## config.mk

```make
export PLATFORM = sky130hd
export DESIGN_NAME = dilt_ctrl
export DESIGN_NICKNAME = d
export VERILOG_FILES = /design/src/design/dilt_pkg.sv /design/src/design/dilt_ctrl.sv
export SDC_FILE = /design/constraint.sdc
export NUM_CORES = 1
export LEC_CHECK = 0
export CORE_AREA = 2 2 39 41
export CTS_CLUSTER_DIAMETER = 100
export DETAILED_ROUTE_END_ITERATION = 16
export DIE_AREA = 0 0 41 43
export DONT_BUFFER_PORTS = 1
export PLACE_DENSITY_LB_ADDON = 0.1
export SLEW_MARGIN = 20
export SYNTH_ARGS = -nofsm -noshare
export SYNTH_HDL_FRONTEND = slang
export SYNTH_SLANG_ARGS = --single-unit
```

## constraint.sdc

```tcl
create_clock -name clk -period 2.2 [get_ports clk]
set_clock_uncertainty 0.1 [all_clocks]
set_input_delay 0.66 -clock clk [delete_from_list [all_inputs] [get_ports clk]]
set_output_delay 0.66 -clock clk [all_outputs]
set_load 0.005 [all_outputs]
```

## src/design/dilt_pkg.sv

```systemverilog
package dilt_pkg;

	localparam int ID_W  = 32;
	localparam int POS_W = 10;
	localparam int CNT_W = 11;

	// request opcodes
	localparam logic [2:0] OP_ADD      = 3'd0;
	localparam logic [2:0] OP_REMOVE   = 3'd1;
	localparam logic [2:0] OP_CONTAINS = 3'd2;
	localparam logic [2:0] OP_READ     = 3'd3;
	localparam logic [2:0] OP_CLEAR    = 3'd4;

	// result status codes
	localparam logic [2:0] STS_OK    = 3'd0;
	localparam logic [2:0] STS_DUP   = 3'd1;
	localparam logic [2:0] STS_FULL  = 3'd2;
	localparam logic [2:0] STS_MISS  = 3'd3;
	localparam logic [2:0] STS_RANGE = 3'd4;

	typedef enum logic [2:0] {
		S_IDLE,
		S_DISPATCH,
		S_SCAN,
		S_SHIFT,
		S_READ,
		S_RESP
	} state_t;

	typedef struct packed {
		logic       load;        // latch request, rewind walk index
		logic       scan;        // step the duplicate/match scan
		logic       shift_init;  // start compaction after the matched entry
		logic       shift;       // step the compaction
		logic       rd_pos;      // read the entry at the requested position
		logic       append;      // write key at the tail, count up
		logic       dec;         // count down
		logic       zero;        // count to zero
		logic       res_set;     // capture result fields below
		logic [2:0] res_status;
		logic       res_hit;
		logic       res_take_id; // id_out from read data, else zero
		logic       out_load;    // move result into output register
	} cmd_t;

	typedef struct packed {
		logic [2:0] op;
		logic       match;     // entry in flight equals the key
		logic       walk_end;  // no more entries to issue and none in flight
		logic       pos_ok;    // position below count
		logic       full;
		logic       out_free;  // output register can take a result
	} sts_t;

endpackage

```

## src/design/dilt_ctrl.sv

```systemverilog
module dilt_ctrl (
	input  logic           clk,
	input  logic           arst_n,
	input  logic           s_tvalid,
	output logic           s_tready,
	input  dilt_pkg::sts_t sts,
	output dilt_pkg::cmd_t cmd
);

	import dilt_pkg::*;

	state_t state_q;
	state_t state_d;

	always_ff @(posedge clk or negedge arst_n) begin
		if (!arst_n) begin
			state_q <= S_IDLE;
		end else begin
			state_q <= state_d;
		end
	end

	always_comb begin
		state_d  = state_q;
		cmd      = '0;
		s_tready = (state_q == S_IDLE);
		case (state_q)
			S_IDLE: begin
				if (s_tvalid) begin
					cmd.load = 1'b1;
					state_d  = S_DISPATCH;
				end
			end
			S_DISPATCH: begin
				case (sts.op)
					OP_ADD, OP_REMOVE, OP_CONTAINS: begin
						state_d = S_SCAN;
					end
					OP_READ: begin
						if (sts.pos_ok) begin
							cmd.rd_pos = 1'b1;
							state_d    = S_READ;
						end else begin
							cmd.res_set    = 1'b1;
							cmd.res_status = STS_RANGE;
							state_d        = S_RESP;
						end
					end
					OP_CLEAR: begin
						cmd.zero       = 1'b1;
						cmd.res_set    = 1'b1;
						cmd.res_status = STS_OK;
						cmd.res_hit    = 1'b1;
						state_d        = S_RESP;
					end
					default: begin
						// unused opcode: answer ok, no hit, nothing changes
						cmd.res_set    = 1'b1;
						cmd.res_status = STS_OK;
						state_d        = S_RESP;
					end
				endcase
			end
			S_SCAN: begin
				if (sts.match) begin
					case (sts.op)
						OP_ADD: begin
							cmd.res_set    = 1'b1;
							cmd.res_status = STS_DUP;
							state_d        = S_RESP;
						end
						OP_REMOVE: begin
							cmd.shift_init = 1'b1;
							state_d        = S_SHIFT;
						end
						default: begin
							cmd.res_set    = 1'b1;
							cmd.res_status = STS_OK;
							cmd.res_hit    = 1'b1;
							state_d        = S_RESP;
						end
					endcase
				end else if (sts.walk_end) begin
					cmd.res_set = 1'b1;
					state_d     = S_RESP;
					if (sts.op == OP_ADD) begin
						if (sts.full) begin
							cmd.res_status = STS_FULL;
						end else begin
							cmd.append     = 1'b1;
							cmd.res_status = STS_OK;
							cmd.res_hit    = 1'b1;
						end
					end else begin
						cmd.res_status = STS_MISS;
					end
				end else begin
					cmd.scan = 1'b1;
				end
			end
			S_SHIFT: begin
				if (sts.walk_end) begin
					cmd.dec        = 1'b1;
					cmd.res_set    = 1'b1;
					cmd.res_status = STS_OK;
					cmd.res_hit    = 1'b1;
					state_d        = S_RESP;
				end else begin
					cmd.shift = 1'b1;
				end
			end
			S_READ: begin
				cmd.res_set     = 1'b1;
				cmd.res_status  = STS_OK;
				cmd.res_hit     = 1'b1;
				cmd.res_take_id = 1'b1;
				state_d         = S_RESP;
			end
			S_RESP: begin
				if (sts.out_free) begin
					cmd.out_load = 1'b1;
					state_d      = S_IDLE;
				end
			end
			default: begin
				state_d = S_IDLE;
			end
		endcase
	end

endmodule

```

==> out/qor.txt, run 1 <==
Vias/cell: 5.91
Gate Count Post-Synth: 54
Min-delay worst type: in2async
Kind of critical path: reg2out
Largest net degree at the start of global routing: 13
CP Data Required Time: 1.44 ns
Initial Util: 30.0%
Bufs on Longest Clock Path: 2
DR vias: 443
Dpl hpwl: 872 um
Largest area contributor in the netlist: dfrtp_1
Worst hold-check slack: 0.0238 ns
Post-route setup TNS: 0 ns
Placement Rows: 14
CP startpoint kind: register
Height of the die: 43 um
Worst Path Max Fanout: 7
Main combinational cell family by area after synthesis: simple AND/OR/NAND/NOR gates
Max Clk Rate: 0.468 GHz
Hold Violations, Final: 0
First-pass GRT wire length: 1740 um
Worst-margin pin slew: 0.391 ns
Chip width: 41 um
Post-Route WL: 1160 um
Area grow syn2layout: 24.1%
Post-synth EDFFs: 0
Synth warn: 0
I/O pin count: 27
# DRC: 0
Seq/Total Area, Yosys: 18.1%
Vias in the first global route: 380
Biggest regs: state_q (3)
Most frequent cell after synthesis: nor2_1
Multiplexer share of the synthesized area: 2.41%
CTS H-tree lvls: 1
Max Cap Viol: 0
Post-synthesis xor/xnor area fraction: 0%
Cell Area, Synth: 415 sq um
Clk sink count: 3
Number of flip-flops in the largest register: 3
Final ANT Viol Nets: 0
Max Slew Vio Count: 0
Initial antenna violation count: 0
Drt pass-1 iters: 4
Post-route clock period utilization: 97.1%
Post-synthesis register bit count: 3
Ranking of synthesized cells by area: dfrtp_1 18%, nor2_1 5.4%, nor4_1 4.5%
Core Box Area: 1380 sq um
Final setup violation count: 0
RSZ-0062 raised after global routing: false
Maximum vdd drop: 0.490 mV
Clk pin slew, worst setup/hold paths: 0.04 ns
Root Driver: clkbuf_4
Syn Area/Cell: 7.69 sq um
Reg with most FFs: state_q
Status: complete, no violations
Total power: 551 uW
Final Wtd Congestion: 0.743
Crit path capture type: primary output
Synth Area in Compound Gates: 21.1%
Mapped Nets: 65
CTS Buf Count: 3
Relative slew slack: 73.6%
Crit path DAT: 1.38 ns
Initial drt markers: 4
CTS tree: built
Post-synthesis adder-cell area fraction: 0%
Clk Latency, worst-skew pair: 0.23 ns
Post-Synth Simple-Gate Area: 52.1%
Yosys cell types: 33
Nets: 71
Share of cells above drive strength 1: 39.0%
Fill count: 148
Grt ovf: 0
PD cells: 1070 nW/um^2
Static Leakage: 0.207 nW
Async set or reset register ratio after synthesis: 100%
Prevailing post-synth register cell: dfrtp_1
GRT Total Usage: 15.1%
Share of the synthesized area in the top cell type: 18.1%
Ant diodes: 0
Tmin final: 2.14 ns
Die area: 1760 sq um
Input/output buffers: 0
DR WL/cell: 15.5 um
-- timing repair --
action	in CTS	in global routing
gates resized for setup	1	10
hold buffers	0	0
setup buffers	0	2
setup endpoints to repair	3	8
-- worst max-delay path, stage by stage (launching register included) --
cell and delay [ns]:
dfrtp_2 0.45, or3b_4 0.44, nor4_2 0.25
-- kinds of logic (layout without fill, tap and decap cells) --
kind of cell	after synthesis	after routing
AO/OA/AOI/OAI	12	12
AND/OR/NAND/NOR	32	32
multiplexers	1	1
buffers and inverters	6	11
flip-flops	3	3
-- stage by stage --
step / utilization [%] / setup slack [ns] / std cells / cell area [sq um]
finish: 37.3 / 0.0643 / 75 / 515
global route: 37.3 / 0.00146 / 75 / 515
CTS: 33.5 / -0.0412 / 73 / 463
detailed placement: 31.5 / 0.0517 / 69 / 435
global placement: 31.5 / 0.0662 / 69 / 435
floorplan: - / 0.0359 / 54 / 415
-- cell usage in the layout, fill, tap and decap left out, drive strengths merged, types with 2 or more instances in the layout --
cell    Yosys  routed
inv         3       3
buf         3       3
nand3       3       3
nor2        6       6
dfrtp       3       3
nor3        4       4
o21ai       2       2
nor3b       3       3
o211ai      2       2
clkbuf      0       5
nand2       2       2
a21oi       3       3
nor4        3       3
-- power breakdown --
group          total, mW  switching (mW)  internal [mW]
combinational      0.310           0.148          0.162
clock             0.0954          0.0275         0.0679
sequential         0.146          0.0586         0.0875
total              0.551           0.234          0.317
-- per-layer routing --
metal,global-route usage [%],vias up,part of all wire (%)
li1,-,217,-
met1,18.6,211,43
met2,21.9,15,50
met3,4.19,0,6.6
met4,10.0,0,0
met5,0,-,0
-- layout make-up --
type	count	area [sq um]	share of cell area [%]
repair buffers	4	27.5	5.34
flip-flops and latches	3	78.8	15.3
multi-input cells	45	352	68.2
inverters	3	11.3	2.18
well taps	16	20.0	3.88
clock buffers	4	26.3	5.10
-- worst paths after layout --
kind / start / slack (ns) / to / depth (start not counted)
worst max register to register: state_q[1]$_DFFE_PN0P_ / 0.79 / state_q[0]$_DFFE_PN0P_ / 4
min in group clk: sts[4] / 0.54 / state_q[2]$_DFFE_PN0P_ / 2
max in group asynchronous: arst_n / 1.90 / state_q[0]$_DFFE_PN0P_ / 0
worst min register to register: state_q[1]$_DFFE_PN0P_ / 0.61 / state_q[0]$_DFFE_PN0P_ / 2
worst max-delay path: state_q[1]$_DFFE_PN0P_ / 0.06 / cmd[10] / 2
worst min-delay path: arst_n / 0.02 / state_q[2]$_DFFE_PN0P_ / 0
(Power assumes the default switching activity.)
==> run 2: changes to the inputs <==
--- a/config.mk
+++ b/config.mk
@@ -6,6 +6,7 @@
 export NUM_CORES = 1
 export LEC_CHECK = 0
 export CORE_AREA = 2 2 39 41
+export CTS_BUF_LIST = sky130_fd_sc_hd__clkbuf_4 sky130_fd_sc_hd__clkbuf_8
 export CTS_CLUSTER_DIAMETER = 100
 export DETAILED_ROUTE_END_ITERATION = 16
 export DIE_AREA = 0 0 41 43
==> out/qor.txt, run 2 (synthesis gave the netlist of run 1 again) <==
Status: complete, no violations
Nets: 72
Max stage delay on crit path: 0.45 ns
Clk Latency, worst-skew pair: 0.23 ns
Crit path capture type: primary output
First-pass GRT wire length: 1740 um
Number of flip-flops in the largest register: 3
Worst-margin pin slew: 0.377 ns
Max Cap Viol: 0
Post-route clock period utilization: 97.2%
Relative slew slack: 74.5%
DR vias: 445
Share of cells above drive strength 1: 41.7%
Post-Route WL: 1200 um
Placement Rows: 14
Crit-path cells: or3b_4 > nor4_2
CTS H-tree lvls: 1
Cts hold-fix bufs: 0
Most frequent cells in the layout: 5 x nor2_1, 4 x clkbuf_4
Post-route setup TNS: 0 ns
Min-delay worst type: in2async
Non-Filler Instances: 76
CTS Buf Count: 3
Chip width: 41 um
CP top delay family: simple AND/OR/NAND/NOR gates
# DRC: 0
Final setup violation count: 0
Area grow syn2layout: 26.2%
Vias in the first global route: 380
Kind of critical path: reg2out
Biggest regs: state_q (3)
Cell Int Power: 335 uW
PD cells: 1100 nW/um^2
Max Slew Vio Count: 0
Die area: 1760 sq um
Commonest non-fill, non-tap cell in the layout: nor2_1
Ant diodes: 0
Placed insts: 69
Tmin final: 2.14 ns
Clock power share: 18.9%
CP startpoint kind: register
Clk sink count: 3
Input/output buffers: 0
GRT Total Usage: 15.1%
CP Data Required Time: 1.44 ns
Final Wtd Congestion: 0.743
DR WL/cell: 15.8 um
Static Leakage: 0.215 nW
Hold Violations, Final: 0
Root Driver: clkbuf_4
Worst R2R Setup Slack: 0.81 ns
Worst path slowest cell: dfrtp_2
Reg with most FFs: state_q
Initial drt markers: 5
Drt pass-1 iters: 4
Net Sw Frac: 41.7%
Vias/cell: 5.86
Net Sw Power: 239 uW
Final core occ: 37.9%
Max Clk Rate: 0.468 GHz
Total power: 575 uW
Fill count: 145
CTS tree: built
I/O pin count: 27
RSZ-0062 raised after global routing: false
Sequential power share: 24.1%
Crit path DAT: 1.38 ns
Core Box Area: 1380 sq um
Bufs on Longest Clock Path: 2
Worst path bufs/invs: 0
Height of the die: 43 um
Initial antenna violation count: 0
Worst setup margin: 0.0615 ns
Initial Util: 30.0%
Dpl hpwl: 872 um
Clk pin slew, worst setup/hold paths: 0.04 ns
Maximum vdd drop: 0.494 mV
Largest net degree at the start of global routing: 13
Logic pwr share: 57.1%
Worst Path Max Fanout: 7
Dpl ws: 0.0517 ns
Grt ovf: 0
Final ANT Viol Nets: 0
run 2: area by class of cell:
| class | count | area [sq um] | share of cell area, % |
|---|---|---|---|
| Multi-Input combinational cell | 45 | 352 | 67.1 |
| Sequential cell | 3 | 78.8 | 15.0 |
| Timing Repair Buffer | 5 | 32.5 | 6.21 |
| Clock buffer | 4 | 30.0 | 5.73 |
| Tap cell | 16 | 20.0 | 3.82 |
| Inverter | 3 | 11.3 | 2.15 |
run 2: per-stage QoR:
step / hold slack (ns) / instance area, sq um
floorplan: 0.264 / 415
global placement: 0.264 / 435
detailed placement: 0.264 / 435
CTS: 0.00854 / 467
global route: 0.00136 / 524
finish: 0.0234 / 524
run 2: power by group through the flow:
stage,Sequential (mW),Combinational (mW),Clock [mW]
6_report,0.138,0.328,0.109
5_1_grt,0.143,0.367,0.121
4_1_cts,0.145,0.258,0.117
3_5_place_dp,0.144,0.258,0
3_3_place_gp,0.147,0.260,0
2_1_floorplan,0.101,0.239,0
run 2: worst register-to-register path: cells and delay by family, from the launching register on:
family | cells | cell delay (ns)
and+or+nand+nor | 1 | 0.38
buffers and inverters | 1 | 0.16
DFF | 1 | 0.45
AOI/OAI and AO/OA | 2 | 0.19
run 2: routing by layer:
layer | global-route usage (%) | share of wire [%] | wire (um)
met1 | 18.6 | 43 | 514
met2 | 21.9 | 50 | 600
met3 | 4.19 | 7.1 | 85
met4 | 10.0 | 0 | 0
met5 | 0 | 0 | 0
run 2: final timing paths:
check | startpoint | endpoint | cells past startpoint
worst max register to register | state_q[1]$_DFFE_PN0P_ | state_q[0]$_DFFE_PN0P_ | 4
worst min register to register | state_q[1]$_DFFE_PN0P_ | state_q[0]$_DFFE_PN0P_ | 2
max in group asynchronous | arst_n | state_q[0]$_DFFE_PN0P_ | 0
min in group clk | sts[4] | state_q[2]$_DFFE_PN0P_ | 2
worst min-delay path | arst_n | state_q[2]$_DFFE_PN0P_ | 0
worst max-delay path | state_q[1]$_DFFE_PN0P_ | cmd[10] | 2
run 2: timing repair:
| item | CTS | global route |
|---|---|---|
| gates cloned | 0 | 0 |
| endpoints found under the hold margin | 0 | 0 |
| buffers inserted | 0 | 3 |
| resized for setup | 1 | 10 |
| endpoints found under the setup margin | 3 | 8 |
| pin swaps | 0 | 0 |
==> run 3: changes to the inputs <==
--- a/config.mk
+++ b/config.mk
@@ -5,6 +5,7 @@
 export SDC_FILE = /design/constraint.sdc
 export NUM_CORES = 1
 export LEC_CHECK = 0
+export ABC_AREA = 1
 export CORE_AREA = 2 2 39 41
 export CTS_BUF_LIST = sky130_fd_sc_hd__clkbuf_4 sky130_fd_sc_hd__clkbuf_8
 export CTS_CLUSTER_DIAMETER = 100
==> out/qor.txt, run 3 <==
Kind of critical path: in2out
CP Data Required Time: 1.44 ns
Design area: 452 sq um
First-pass GRT wire length: 1460 um
Chip width: 41 um
# DRC: 0
Share of cells above drive strength 1: 16.3%
Worst R2R Setup Slack: 0.95 ns
Nets: 92
Critical Path Sink: cmd[2]
DR WL/cell: 9.90 um
Grt ovf: 0
Vias/cell: 4.77
Bufs on Longest Clock Path: 2
I/O pin count: 27
Post-Route WL: 950 um
Crit path capture type: primary output
Max Slew Vio Count: 0
Initial drt markers: 8
Syn Area/Cell: 5.22 sq um
Worst setup margin: 0.178 ns
Maximum vdd drop: 0.337 mV
GRT Total Usage: 12.0%
Placement Rows: 14
Final Wtd Congestion: 0.705
Final core occ: 32.6%
Number of flip-flops in the largest register: 3
Worst-margin pin slew: 0.343 ns
Status: complete, no violations
Worst Path Max Fanout: 5
Reg with most FFs: state_q
Dpl hpwl: 838 um
Synth top cells by count: 19 x nand2_1, 14 x inv_1, 12 x nor2_1
Most frequent cells in the layout: 19 x nand2_1, 14 x inv_1, 12 x nor2_1
Most frequent cell after synthesis: nand2_1
CTS Buf Count: 3
Post-route setup TNS: 0 ns
Post-synthesis register bit count: 3
Drt pass-1 iters: 4
Placed inst area: 417 sq um
Height of the die: 43 um
Launching point of the worst reg2reg path: state_q[0]$_DFFE_PN0P_
Mapped Nets: 87
Seq/Total Area, Yosys: 18.9%
Cts hold-fix bufs: 0
Dpl ws: 0.162 ns
Crit path DAT: 1.26 ns
Static Leakage: 0.281 nW
Reg2reg path depth: 6
Prevailing post-synth register cell: dfrtp_1
Initial antenna violation count: 0
Non-Filler Instances: 96
Ant diodes: 0
Placed insts: 92
Min-delay worst type: in2async
CTS tree: built
Initial Util: 28.7%
Commonest non-fill, non-tap cell in the layout: nand2_1
DR vias: 458
Post-route clock period utilization: 91.9%
Clk sink count: 3
Die area: 1760 sq um
Crit path from: sts[6]
Input/output buffers: 0
Clk Latency, worst-skew pair: 0.23 ns
Clk pin slew, worst setup/hold paths: 0.04 ns
Async set or reset register ratio after synthesis: 100%
Relative slew slack: 76.9%
Max Clk Rate: 0.495 GHz
Post-synth EDFFs: 0
RSZ-0062 raised after global routing: false
CTS H-tree lvls: 1
Share of the synthesized area in the top cell type: 18.9%
Fill count: 167
Tmin final: 2.02 ns
Vias in the first global route: 396
Core Box Area: 1380 sq um
CP startpoint kind: input port
RR Endpoint: state_q[0]$_DFFE_PN0P_
Root Driver: clkbuf_4
Largest area contributor in the netlist: dfrtp_1
Final setup violation count: 0
Biggest regs: state_q (3)
Largest net degree at the start of global routing: 8
Gate Count Post-Synth: 76
Max Cap Viol: 0
Yosys cell types: 14
Final ANT Viol Nets: 0
Area grow syn2layout: 13.9%
Hold Violations, Final: 0
Synth warn: 0
PD cells: 1100 nW/um^2
Cell Area, Synth: 397 sq um
Ranking of synthesized cells by area: dfrtp_1 19%, nand2_1 18%, inv_1 13%
## run 3: cell count changes after synthesis, moves of 4 or more
cell / change
inv_2: +4
nand2_1: +17
nand3_1: +4
nor2_1: +6
inv_1: +12
nand4_1: +4
## run 3: worst min path at each step
stage / start / endpoint / slack, ns
2_1_floorplan: arst_n / state_q[0]$_DFFE_PN0P_ / 0.26
3_3_place_gp: arst_n / state_q[1]$_DFFE_PN0P_ / 0.26
3_5_place_dp: arst_n / state_q[1]$_DFFE_PN0P_ / 0.26
4_1_cts: arst_n / state_q[1]$_DFFE_PN0P_ / 0.02
5_1_grt: arst_n / state_q[2]$_DFFE_PN0P_ / 0.003
6_report: arst_n / state_q[2]$_DFFE_PN0P_ / 0.02
## run 3: final cells by class
type                            instances  area (sq um)  share of cell area, %
Multi-Input combinational cell         54           255                   56.5
Sequential cell                         3          75.1                   16.6
Inverter                               19          71.3                   15.8
Clock buffer                            4          30.0                   6.65
Tap cell                               16          20.0                   4.43
## run 3: report_power, final
part	internal (mW)	switching [mW]	leakage (nW)
sequential	0.0823	0.0426	0.0373
combinational	0.0839	0.179	0.225
clock	0.0803	0.0288	0.0184
## run 3: logic make-up after synthesis
kind of cell | share of synthesized area [%]
AOI/OAI and AO/OA | 6.31
and+or+nand+nor | 56.8
DFF | 18.9
buffers and inverters | 18.0
## run 3: layer usage
metal | wire length [um] | share of wire, % | track usage [%] | vias up
met4 | 17 | 1.8 | 6.00 | 0
met1 | 493 | 52 | 18.1 | 190
met2 | 370 | 39 | 15.3 | 19
met3 | 70 | 7.4 | 2.62 | 3
li1 | - | - | - | 246
met5 | 0 | 0 | 0 | -
## run 3: critical path, stage by stage
cell and delay [ns]:
nor2_2 0.16, nand2_1 0.10, nor2_1 0.13, nand3_1 0.10
nand3_1 0.12
## run 3: what timing repair did
item,CTS,global route
setup buffers,0,0
resized for setup,0,1
setup endpoints to repair,0,2
## run 3: metrics by stage
stage	hold slack (ns)	total power [mW]
after floorplan	0.264	0.332
after global placement	0.264	0.392
after detailed placement	0.264	0.385
after CTS	0.0164	0.498
after global routing	0.00279	0.554
final	0.0220	0.497
